--- config.mk ---
export PLATFORM = sky130hd
export DESIGN_NAME = i2c_eeprom_master_sequencer
export DESIGN_NICKNAME = d
export VERILOG_FILES = /design/src/rtl/iems_pkg.sv /design/src/rtl/iems_core.sv /design/src/rtl/i2c_eeprom_master_sequencer.sv
export SDC_FILE = /design/constraint.sdc
export NUM_CORES = 1
export LEC_CHECK = 0
export BUFFER_PORTS_ARGS = -buffer_cell sky130_fd_sc_hd__buf_4
export CORE_MARGIN = 2
export CORE_UTILIZATION = 50
export DETAILED_ROUTE_END_ITERATION = 10
export PLACE_DENSITY = 0.75
export RECOVER_POWER = 50
export SLEW_MARGIN = 30
export SYNTH_ARGS = -nofsm -noshare
export SYNTH_HDL_FRONTEND = slang
export SYNTH_HIERARCHICAL = 1
export SYNTH_SLANG_ARGS = --single-unit
--- constraint.sdc ---
create_clock -name clk -period 3.7 [get_ports clk]
set_clock_uncertainty 0.15 [all_clocks]
set_input_delay 0.555 -clock clk [delete_from_list [all_inputs] [get_ports clk]]
set_output_delay 0.555 -clock clk [all_outputs]
set_load 0.005 [all_outputs]
--- src/rtl/iems_pkg.sv ---
// Package for the I2C EEPROM master sequencer: bus phases, commands, status codes.
// No dependencies.
package iems_pkg;

  typedef enum logic [3:0] {
    PH_IDLE   = 4'd0,
    PH_START  = 4'd1,
    PH_RSTART = 4'd2,
    PH_SDEV   = 4'd3,
    PH_SMEM   = 4'd4,
    PH_SDATA  = 4'd5,
    PH_SDEVR  = 4'd6,
    PH_ADEV   = 4'd7,
    PH_AMEM   = 4'd8,
    PH_ADATA  = 4'd9,
    PH_ADEVR  = 4'd10,
    PH_READ   = 4'd11,
    PH_MACK   = 4'd12,
    PH_STOP   = 4'd13,
    PH_WAIT   = 4'd14
  } phase_t;

  localparam logic [1:0] CMD_TICK  = 2'd0;
  localparam logic [1:0] CMD_PUSH  = 2'd1;
  localparam logic [1:0] CMD_START = 2'd2;

  localparam logic [1:0] OP_PROBE = 2'd0;
  localparam logic [1:0] OP_WRITE = 2'd1;
  localparam logic [1:0] OP_READ  = 2'd2;

  localparam logic [1:0] ST_OK     = 2'd0;
  localparam logic [1:0] ST_NOACK  = 2'd1;
  localparam logic [1:0] ST_LENGTH = 2'd2;

  localparam logic [1:0] CFG_DEV     = 2'd0;
  localparam logic [1:0] CFG_TIMEOUT = 2'd1;
  localparam logic [1:0] CFG_WAIT    = 2'd2;

  typedef struct packed {
    logic       scl;
    logic       sda;
    logic       rd_valid;
    logic [7:0] rd_byte;
    logic       rd_last;
    logic       busy;
    logic       done;
    logic [1:0] status;
  } result_t;

endpackage

--- src/rtl/iems_core.sv ---
// Bus sequencer core: advances the I2C bus at most a quarter bit per tick.
// Depends on iems_pkg.
module iems_core #(
  parameter int PAGE_BYTES = 8,
  parameter int MEM_BYTES  = 256
) (
  input  logic                clk,
  input  logic                rst,
  input  logic                step,
  input  logic [1:0]          command,
  input  logic [1:0]          operation,
  input  logic [7:0]          mem_address,
  input  logic [8:0]          length,
  input  logic [7:0]          data_byte,
  input  logic                sda_in,
  input  logic [7:0]          dev_addr,
  input  logic [7:0]          ack_tmo,
  input  logic [19:0]         wait_ticks,
  output iems_pkg::result_t   res
);

  localparam int PW = (PAGE_BYTES > 1) ? $clog2(PAGE_BYTES) : 1;
  localparam int FW = $clog2(PAGE_BYTES + 1);

  iems_pkg::phase_t phase, phase_next;
  logic [1:0]  qstep, qstep_next;
  logic [3:0]  bit_count, bit_count_next;
  logic [7:0]  shift_reg, shift_reg_next;
  logic [8:0]  bytes_left, bytes_left_next;
  logic [7:0]  poll_count, poll_count_next;
  logic [19:0] wait_count, wait_count_next;
  logic [FW-1:0] buffer_fill, buffer_fill_next;
  logic [1:0]  current_op, current_op_next;
  logic [7:0]  address_reg, address_reg_next;
  logic [6:0]  data_pos, data_pos_next;
  logic        err_flag, err_flag_next;
  logic        scl_q, scl_next, sda_q, sda_next;
  logic [7:0]  page_buffer [PAGE_BYTES];
  logic        buf_we;
  iems_pkg::result_t res_next;
  logic [7:0]  buf_rd;
  logic [8:0]  poll_inc;
  logic [8:0]  bytes_dec;

  assign buf_rd = (data_pos < 7'(PAGE_BYTES)) ? page_buffer[data_pos[PW-1:0]] : 8'd0;
  assign poll_inc = {1'b0, poll_count} + 9'd1;
  assign bytes_dec = bytes_left - 9'd1;

  always_comb begin
    phase_next = phase; qstep_next = qstep; bit_count_next = bit_count;
    shift_reg_next = shift_reg; bytes_left_next = bytes_left;
    poll_count_next = poll_count; wait_count_next = wait_count;
    buffer_fill_next = buffer_fill; current_op_next = current_op;
    address_reg_next = address_reg; data_pos_next = data_pos;
    err_flag_next = err_flag; scl_next = scl_q; sda_next = sda_q;
    buf_we = 1'b0;
    res_next = '0;

    if (command == iems_pkg::CMD_PUSH) begin
      if (phase == iems_pkg::PH_IDLE && buffer_fill < FW'(PAGE_BYTES)) begin
        buf_we = 1'b1;
        buffer_fill_next = buffer_fill + 1'b1;
      end
    end else if (command == iems_pkg::CMD_START) begin
      if (phase == iems_pkg::PH_IDLE && operation != 2'd3) begin
        current_op_next = operation;
        address_reg_next = mem_address;
        bytes_left_next = length;
        err_flag_next = 1'b0;
        data_pos_next = '0;
        if (operation == iems_pkg::OP_WRITE) buffer_fill_next = '0;
        if ((operation == iems_pkg::OP_WRITE && length > 9'(PAGE_BYTES)) ||
            (operation == iems_pkg::OP_READ && {1'b0, length} > 10'(MEM_BYTES))) begin
          qstep_next = '0;
          res_next.done = 1'b1;
          res_next.status = iems_pkg::ST_LENGTH;
        end else begin
          phase_next = iems_pkg::PH_START;
          qstep_next = '0; bit_count_next = '0; poll_count_next = '0;
        end
      end
    end else begin
      unique case (phase)
        iems_pkg::PH_IDLE: ;
        iems_pkg::PH_WAIT: begin
          if (wait_count != '0) wait_count_next = wait_count - 1'b1;
          if (wait_count <= 20'd1) begin
            phase_next = iems_pkg::PH_IDLE; qstep_next = '0;
            res_next.done = 1'b1;
          end
        end
        iems_pkg::PH_START, iems_pkg::PH_RSTART: begin
          qstep_next = qstep + 1'b1;
          case (qstep)
            2'd0: sda_next = 1'b1;
            2'd1: scl_next = 1'b1;
            2'd2: sda_next = 1'b0;
            default: begin
              scl_next = 1'b0;
              shift_reg_next = (phase == iems_pkg::PH_START) ? dev_addr : (dev_addr | 8'h01);
              phase_next = (phase == iems_pkg::PH_START) ? iems_pkg::PH_SDEV
                                                         : iems_pkg::PH_SDEVR;
              qstep_next = '0; bit_count_next = '0; poll_count_next = '0;
            end
          endcase
        end
        iems_pkg::PH_SDEV, iems_pkg::PH_SMEM, iems_pkg::PH_SDATA, iems_pkg::PH_SDEVR: begin
          qstep_next = qstep + 1'b1;
          case (qstep)
            2'd0: begin scl_next = 1'b0; sda_next = shift_reg[7]; end
            2'd1: scl_next = 1'b1;
            2'd2: ;
            default: begin
              scl_next = 1'b0;
              shift_reg_next = {shift_reg[6:0], 1'b0};
              bit_count_next = bit_count + 1'b1;
              if (bit_count >= 4'd7) begin
                phase_next = iems_pkg::phase_t'(phase + 4'd4);
                qstep_next = '0; bit_count_next = '0; poll_count_next = '0;
              end
            end
          endcase
        end
        iems_pkg::PH_ADEV, iems_pkg::PH_AMEM, iems_pkg::PH_ADATA, iems_pkg::PH_ADEVR: begin
          if (qstep == 2'd0) begin
            sda_next = 1'b1; scl_next = 1'b0; qstep_next = 2'd1;
          end else if (qstep == 2'd1) begin
            scl_next = 1'b1; qstep_next = 2'd2;
          end else if (!sda_in) begin
            scl_next = 1'b0;
            qstep_next = '0; bit_count_next = '0; poll_count_next = '0;
            // The next phase depends on which acknowledge just arrived.
            case (phase)
              iems_pkg::PH_ADEV: begin
                if (current_op == iems_pkg::OP_PROBE) phase_next = iems_pkg::PH_STOP;
                else begin
                  shift_reg_next = address_reg; phase_next = iems_pkg::PH_SMEM;
                end
              end
              iems_pkg::PH_AMEM: begin
                if (current_op == iems_pkg::OP_READ) phase_next = iems_pkg::PH_RSTART;
                else if (bytes_left != '0) begin
                  shift_reg_next = buf_rd; data_pos_next = data_pos + 1'b1;
                  phase_next = iems_pkg::PH_SDATA;
                end else phase_next = iems_pkg::PH_STOP;
              end
              iems_pkg::PH_ADATA: begin
                bytes_left_next = bytes_dec;
                if (bytes_dec != '0) begin
                  shift_reg_next = buf_rd; data_pos_next = data_pos + 1'b1;
                  phase_next = iems_pkg::PH_SDATA;
                end else phase_next = iems_pkg::PH_STOP;
              end
              default: begin
                if (bytes_left != '0) begin
                  shift_reg_next = '0; phase_next = iems_pkg::PH_READ;
                end else phase_next = iems_pkg::PH_STOP;
              end
            endcase
          end else if (poll_inc > {1'b0, ack_tmo}) begin
            err_flag_next = 1'b1;
            phase_next = iems_pkg::PH_STOP;
            qstep_next = '0; bit_count_next = '0; poll_count_next = '0;
          end else begin
            poll_count_next = poll_inc[7:0];
          end
        end
        iems_pkg::PH_READ: begin
          qstep_next = qstep + 1'b1;
          case (qstep)
            2'd0: begin scl_next = 1'b0; sda_next = 1'b1; end
            2'd1: scl_next = 1'b1;
            2'd2: shift_reg_next = {shift_reg[6:0], sda_in};
            default: begin
              scl_next = 1'b0;
              bit_count_next = bit_count + 1'b1;
              if (bit_count >= 4'd7) begin
                res_next.rd_valid = 1'b1;
                res_next.rd_byte = shift_reg;
                res_next.rd_last = (bytes_left == 9'd1);
                phase_next = iems_pkg::PH_MACK;
                qstep_next = '0; bit_count_next = '0; poll_count_next = '0;
              end
            end
          endcase
        end
        iems_pkg::PH_MACK: begin
          qstep_next = qstep + 1'b1;
          case (qstep)
            2'd0: begin scl_next = 1'b0; sda_next = (bytes_left == 9'd1); end
            2'd1: scl_next = 1'b1;
            2'd2: ;
            default: begin
              scl_next = 1'b0;
              bytes_left_next = bytes_dec;
              qstep_next = '0; bit_count_next = '0; poll_count_next = '0;
              if (bytes_dec == '0) phase_next = iems_pkg::PH_STOP;
              else begin
                shift_reg_next = '0; phase_next = iems_pkg::PH_READ;
              end
            end
          endcase
        end
        iems_pkg::PH_STOP: begin
          qstep_next = qstep + 1'b1;
          case (qstep)
            2'd0: begin scl_next = 1'b0; sda_next = 1'b0; end
            2'd1: scl_next = 1'b1;
            2'd2: sda_next = 1'b1;
            default: begin
              qstep_next = '0;
              if (err_flag) begin
                phase_next = iems_pkg::PH_IDLE;
                res_next.done = 1'b1; res_next.status = iems_pkg::ST_NOACK;
              end else if (current_op == iems_pkg::OP_WRITE && wait_ticks != '0) begin
                wait_count_next = wait_ticks;
                phase_next = iems_pkg::PH_WAIT;
              end else begin
                phase_next = iems_pkg::PH_IDLE;
                res_next.done = 1'b1;
              end
            end
          endcase
        end
        default: ;
      endcase
    end
    res_next.scl = scl_next;
    res_next.sda = sda_next;
    res_next.busy = (phase_next != iems_pkg::PH_IDLE);
  end

  always_ff @(posedge clk) begin
    if (step && buf_we) page_buffer[buffer_fill[PW-1:0]] <= data_byte;
    if (step) res <= res_next;
    if (rst) begin
      phase <= iems_pkg::PH_IDLE; qstep <= '0; bit_count <= '0; shift_reg <= '0;
      bytes_left <= '0; poll_count <= '0; wait_count <= '0; buffer_fill <= '0;
      current_op <= iems_pkg::OP_PROBE; address_reg <= '0; data_pos <= '0;
      err_flag <= 1'b0; scl_q <= 1'b1; sda_q <= 1'b1;
    end else if (step) begin
      phase <= phase_next; qstep <= qstep_next; bit_count <= bit_count_next;
      shift_reg <= shift_reg_next; bytes_left <= bytes_left_next;
      poll_count <= poll_count_next; wait_count <= wait_count_next;
      buffer_fill <= buffer_fill_next; current_op <= current_op_next;
      address_reg <= address_reg_next; data_pos <= data_pos_next;
      err_flag <= err_flag_next; scl_q <= scl_next; sda_q <= sda_next;
    end
  end

endmodule

--- src/rtl/i2c_eeprom_master_sequencer.sv ---
// Top level of the I2C EEPROM master sequencer: configuration registers,
// request handshake and result register around iems_core. Depends on iems_pkg.
//
// Each request (tick, data push or start) is handled by the sequencer core and
// yields one result, held in an output register until taken; a new request is
// accepted every cycle while the result register is empty or being drained.
// One tick moves the bus by at most a quarter bit period.
module i2c_eeprom_master_sequencer #(
  parameter int PAGE_BYTES = 8,
  parameter int MEM_BYTES  = 256
) (
  input  logic        clk,
  input  logic        rst,
  input  logic        in_valid,
  output logic        in_stall,
  input  logic [1:0]  command,
  input  logic [1:0]  operation,
  input  logic [7:0]  mem_address,
  input  logic [8:0]  length,
  input  logic [7:0]  data_byte,
  input  logic        sda_in,
  output logic        out_valid,
  input  logic        out_stall,
  output logic        scl_level,
  output logic        sda_level,
  output logic        read_valid,
  output logic [7:0]  read_byte,
  output logic        read_last,
  output logic        busy_res,
  output logic        done_res,
  output logic [1:0]  status,
  input  logic        cfg_valid,
  output logic        cfg_ready,
  input  logic [1:0]  cfg_index,
  input  logic [19:0] cfg_data
);

  logic [7:0]  device_address;
  logic [7:0]  ack_timeout;
  logic [19:0] write_wait_ticks;
  logic        step;
  iems_pkg::result_t res;

  assign cfg_ready = 1'b1;
  assign in_stall = out_valid && out_stall;
  assign step = in_valid && !in_stall;

  always_ff @(posedge clk) begin
    if (rst) begin
      device_address <= 8'd160;
      ack_timeout <= 8'd250;
      write_wait_ticks <= 20'd10000;
    end else if (cfg_valid) begin
      unique case (cfg_index)
        iems_pkg::CFG_DEV:     device_address <= cfg_data[7:0];
        iems_pkg::CFG_TIMEOUT: ack_timeout <= cfg_data[7:0];
        iems_pkg::CFG_WAIT:    write_wait_ticks <= cfg_data;
        default: ;
      endcase
    end
  end

  always_ff @(posedge clk) begin
    if (rst) out_valid <= 1'b0;
    else if (step) out_valid <= 1'b1;
    else if (!out_stall) out_valid <= 1'b0;
  end

  iems_core #(.PAGE_BYTES(PAGE_BYTES), .MEM_BYTES(MEM_BYTES)) u_core (
    .clk, .rst, .step, .command, .operation, .mem_address, .length, .data_byte,
    .sda_in, .dev_addr(device_address), .ack_tmo(ack_timeout),
    .wait_ticks(write_wait_ticks), .res
  );

  assign scl_level = res.scl;
  assign sda_level = res.sda;
  assign read_valid = res.rd_valid;
  assign read_byte = res.rd_byte;
  assign read_last = res.rd_last;
  assign busy_res = res.busy;
  assign done_res = res.done;
  assign status = res.status;

endmodule

==> flow_summary.json <==
{
  "cts-buffers-inserted": 17,
  "die_y_um": 148.5,
  "gp_congestion": 0.9550,
  "synth_compound_area_share_pct": 15.61,
  "pwr-share-clk_pct": 42.3,
  "wl_per_cell_um": 19.18,
  "layout_common_cells": "125 x nor2_1, 118 x dfxtp_1, 98 x nand2_1",
  "finalHoldViolations": 0,
  "synthFlopType": "dfxtp_1",
  "initial_core_util_pct": 51.23,
  "status": "finished with violations",
  "grt_max_degree": 67,
  "p_int_w": 0.003447,
  "routed_wirelength_mm": 27.80,
  "hpwl_mm": 19.63,
  "synthCells": 1090,
  "critPathLaunchType": "flop",
  "top_usage_layer": "met2",
  "cts.clk_slew.worst_paths_ns": 0.08,
  "synth_fp_nets": 1175,
  "use_met1_pct": 35.05,
  "met3_usage_pct": 3.834,
  "largest_reg_flops": 64,
  "power_leakage_nw": 4.530,
  "worstSkewPairLatency_ns": 0.45,
  "grt_pass1_vias": 8421,
  "die_area_um2": 22040,
  "final_common_cell": "nor2_1",
  "setup-violations-final": 0,
  "coreArea_um2": 20360,
  "cp.required_ns": 3.74,
  "ant_nets": 0,
  "yosys_warnings": 6,
  "synth-edff-count": 80,
  "drt_iter0_markers": 847,
  "hold_start": "in_valid",
  "grt_usage_pct": 25.49,
  "tightest_slew_ns": 1.639,
  "fin_crit_ns": 3.525,
  "final_core_util_pct": 58.96,
  "clock.fmax_mhz": 283.7,
  "diodes": 0,
  "cp_max_fo": 5,
  "endpoint_kind": "flop",
  "synth_top_area_cell": "edfxtp_1",
  "viasPerCell": 6.061,
  "cts_buffer_depth": 2,
  "synthArstFlopShare_pct": 0,
  "violations": "max-capacitance violations, max-slew violations",
  "power_frac_seq_pct": 49.7,
  "regToRegEndpoint": "u_core/res[3]$_DFFE_PP_",
  "syn_area_um2": 10430,
  "syn_to_final_growth_pct": 15.07,
  "syn_avg_cell_area_um2": 9.572,
  "grt_overflow": 0,
  "reg2regPathDepth": 12,
  "power_frac_comb_pct": 8.0,
  "worstHoldPathType": "primary input to flop",
  "post-route-period-util_pct": 95.26,
  "peakVddDrop_mv": 0.3203,
  "synth.mux.area_fraction_pct": 9.438,
  "portBuffers": 74,
  "route.detailed.drc": 0,
  "firstDrtPassIters": 6,
  "crit_arrival_ns": 3.57,
  "tritoncts": "yes",
  "r2r_slack_ns": 0.18,
  "final_nets": 1251,
  "cap_viol_max_count": 1,
  "swShare_pct": 27.04,
  "crit_type": "flop to flop",
  "synth_top_family_by_area": "simple AND/OR/NAND/NOR gates",
  "min_path_cells": 3,
  "ys_ff_latch": 199,
  "cts_hold_buf": 0,
  "power_density_nw_per_um2": 393.5,
  "ios": 76,
  "die_w_um": 148.5,
  "synth_fa_ha_area_share_pct": 3.358,
  "num_vias": 8782,
  "synth_top_area_share_pct": 23.02,
  "grt_pass1_wl_mm": 44.22,
  "hold_end": "out_valid$_SDFFE_PP0P_",
  "slew_violations": 23,
  "grt_use_met2_pct": 40.65,
  "yosys.area_share.xor_xnor_pct": 1.091,
  "num_rows": 52,
  "root_buffer": "clkbuf_16",
  "p_switching_w": 0.001278,
  "regToRegStartpoint": "u_core/poll_count[2]$_SDFFE_PP0P_",
  "clock-sinks": 199,
  "ys_seq_area_share_pct": 45.86,
  "yosys-top-cells-area": "edfxtp_1 23%, dfxtp_1 23%, mux2i_1 5.7%",
  "synth-simple-area-share_pct": 20.60,
  "htreeDepth": 4,
  "fillCellCount": 1767,
  "antenna_found_initial": 0,
  "drive_gt1_share_pct": 15.01,
  "ys_types": 80,
  "slew_headroom_pct": -9.291,
  "power.total_w": 0.004725
}
critical path, cell delays in order, from the launching register on:
cell	delay (ns)
dfxtp_1	0.41
and3_1	0.26
and3_1	0.26
nand3_1	0.11
xnor2_1	0.22
ha_1	0.28
nand4_1	0.07
o22ai_1	0.10
a31oi_4	0.19
o31a_1	0.25
nor2_1	0.07
or4b_1	0.54
a2111o_1	0.38
Yosys cell counts (16+ instances only):
cell	number
nor2_1	126
dfxtp_1	119
nand2_1	98
edfxtp_1	80
a21oi_1	68
o21ai_0	61
mux2i_1	59
clkbuf_1	51
nand2b_1	48
ha_1	28
inv_1	27
nand3_1	25
nor3_1	24
a22oi_1	19
and2_1	16
mux4_2	16
what timing repair did:
action	in CTS	in global routing
setup endpoints to repair	0	4
resized for setup	0	5
setup buffers	0	0
worst max path at each step:
stage | from | endpoint | slack [ns] | depth (start not counted)
2_1_floorplan | out_stall | u_core/data_pos[6]$_SDFFE_PP0P_ | 0.17 | 10
3_3_place_gp | u_core/poll_count[0]$_SDFFE_PP0P_ | u_core/res[3]$_DFFE_PP_ | 0.16 | 12
3_5_place_dp | u_core/poll_count[0]$_SDFFE_PP0P_ | u_core/res[3]$_DFFE_PP_ | 0.08 | 12
4_1_cts | u_core/poll_count[0]$_SDFFE_PP0P_ | u_core/res[3]$_DFFE_PP_ | 0.06 | 12
5_1_grt | u_core/poll_count[2]$_SDFFE_PP0P_ | u_core/res[3]$_DFFE_PP_ | -0.01 | 12
6_report | u_core/poll_count[2]$_SDFFE_PP0P_ | u_core/res[3]$_DFFE_PP_ | 0.18 | 12
cells by family (layout without fill, tap and decap cells):
group           count (synthesis)  after routing
flops                         199            199
other cells                     1              1
xor+xnor                       13             13
mux                            78             78
buf+inv                        92            181
fa+ha+maj                      28             28
compound gates                251            251
simple gates                  428            428
through the flow:
stage | TNS, ns | cells | cell area [um2] | setup WS [ns] | hold WS, ns
after detailed placement | 0 | 1417 | 11380 | 0.08314 | 0.3059
after floorplan | 0 | 1090 | 10430 | 0.1716 | 0.2860
final | 0 | 1449 | 12010 | 0.1754 | 0.1772
after CTS | 0 | 1449 | 12030 | 0.06105 | 0.1699
after global routing | -0.01391 | 1449 | 12010 | -0.01391 | 0.1878
after global placement | 0 | 1417 | 11380 | 0.1563 | 0.2934
power groups by stage:
stage | combinational [W] | clock (W) | sequential (W)
floorplan | 0.000226 | 0 | 0.00239
global placement | 0.000373 | 0 | 0.00240
detailed placement | 0.000378 | 0 | 0.00240
CTS | 0.000380 | 0.00204 | 0.00235
global route | 0.000416 | 0.00212 | 0.00235
finish | 0.000378 | 0.00200 | 0.00235
area by class of cell:
cell class	count	area (um2)	share of cell area, %
Clock buffer	17	425.4	3.543
Timing Repair Buffer	121	872.1	7.263
Sequential cell	199	4786	39.86
Clock inverter	15	226.5	1.886
Tap cell	270	337.8	2.814
Multi-Input combinational cell	799	5254	43.76
Inverter	28	105.1	0.8754
layer usage:
layer,part of all wire (%),vias up
li1,-,4162
met2,47,336
met1,43,4223
met4,3.2,0
met3,6.7,61
met5,0,-
Note: power is estimated with default switching activity, not from simulation.
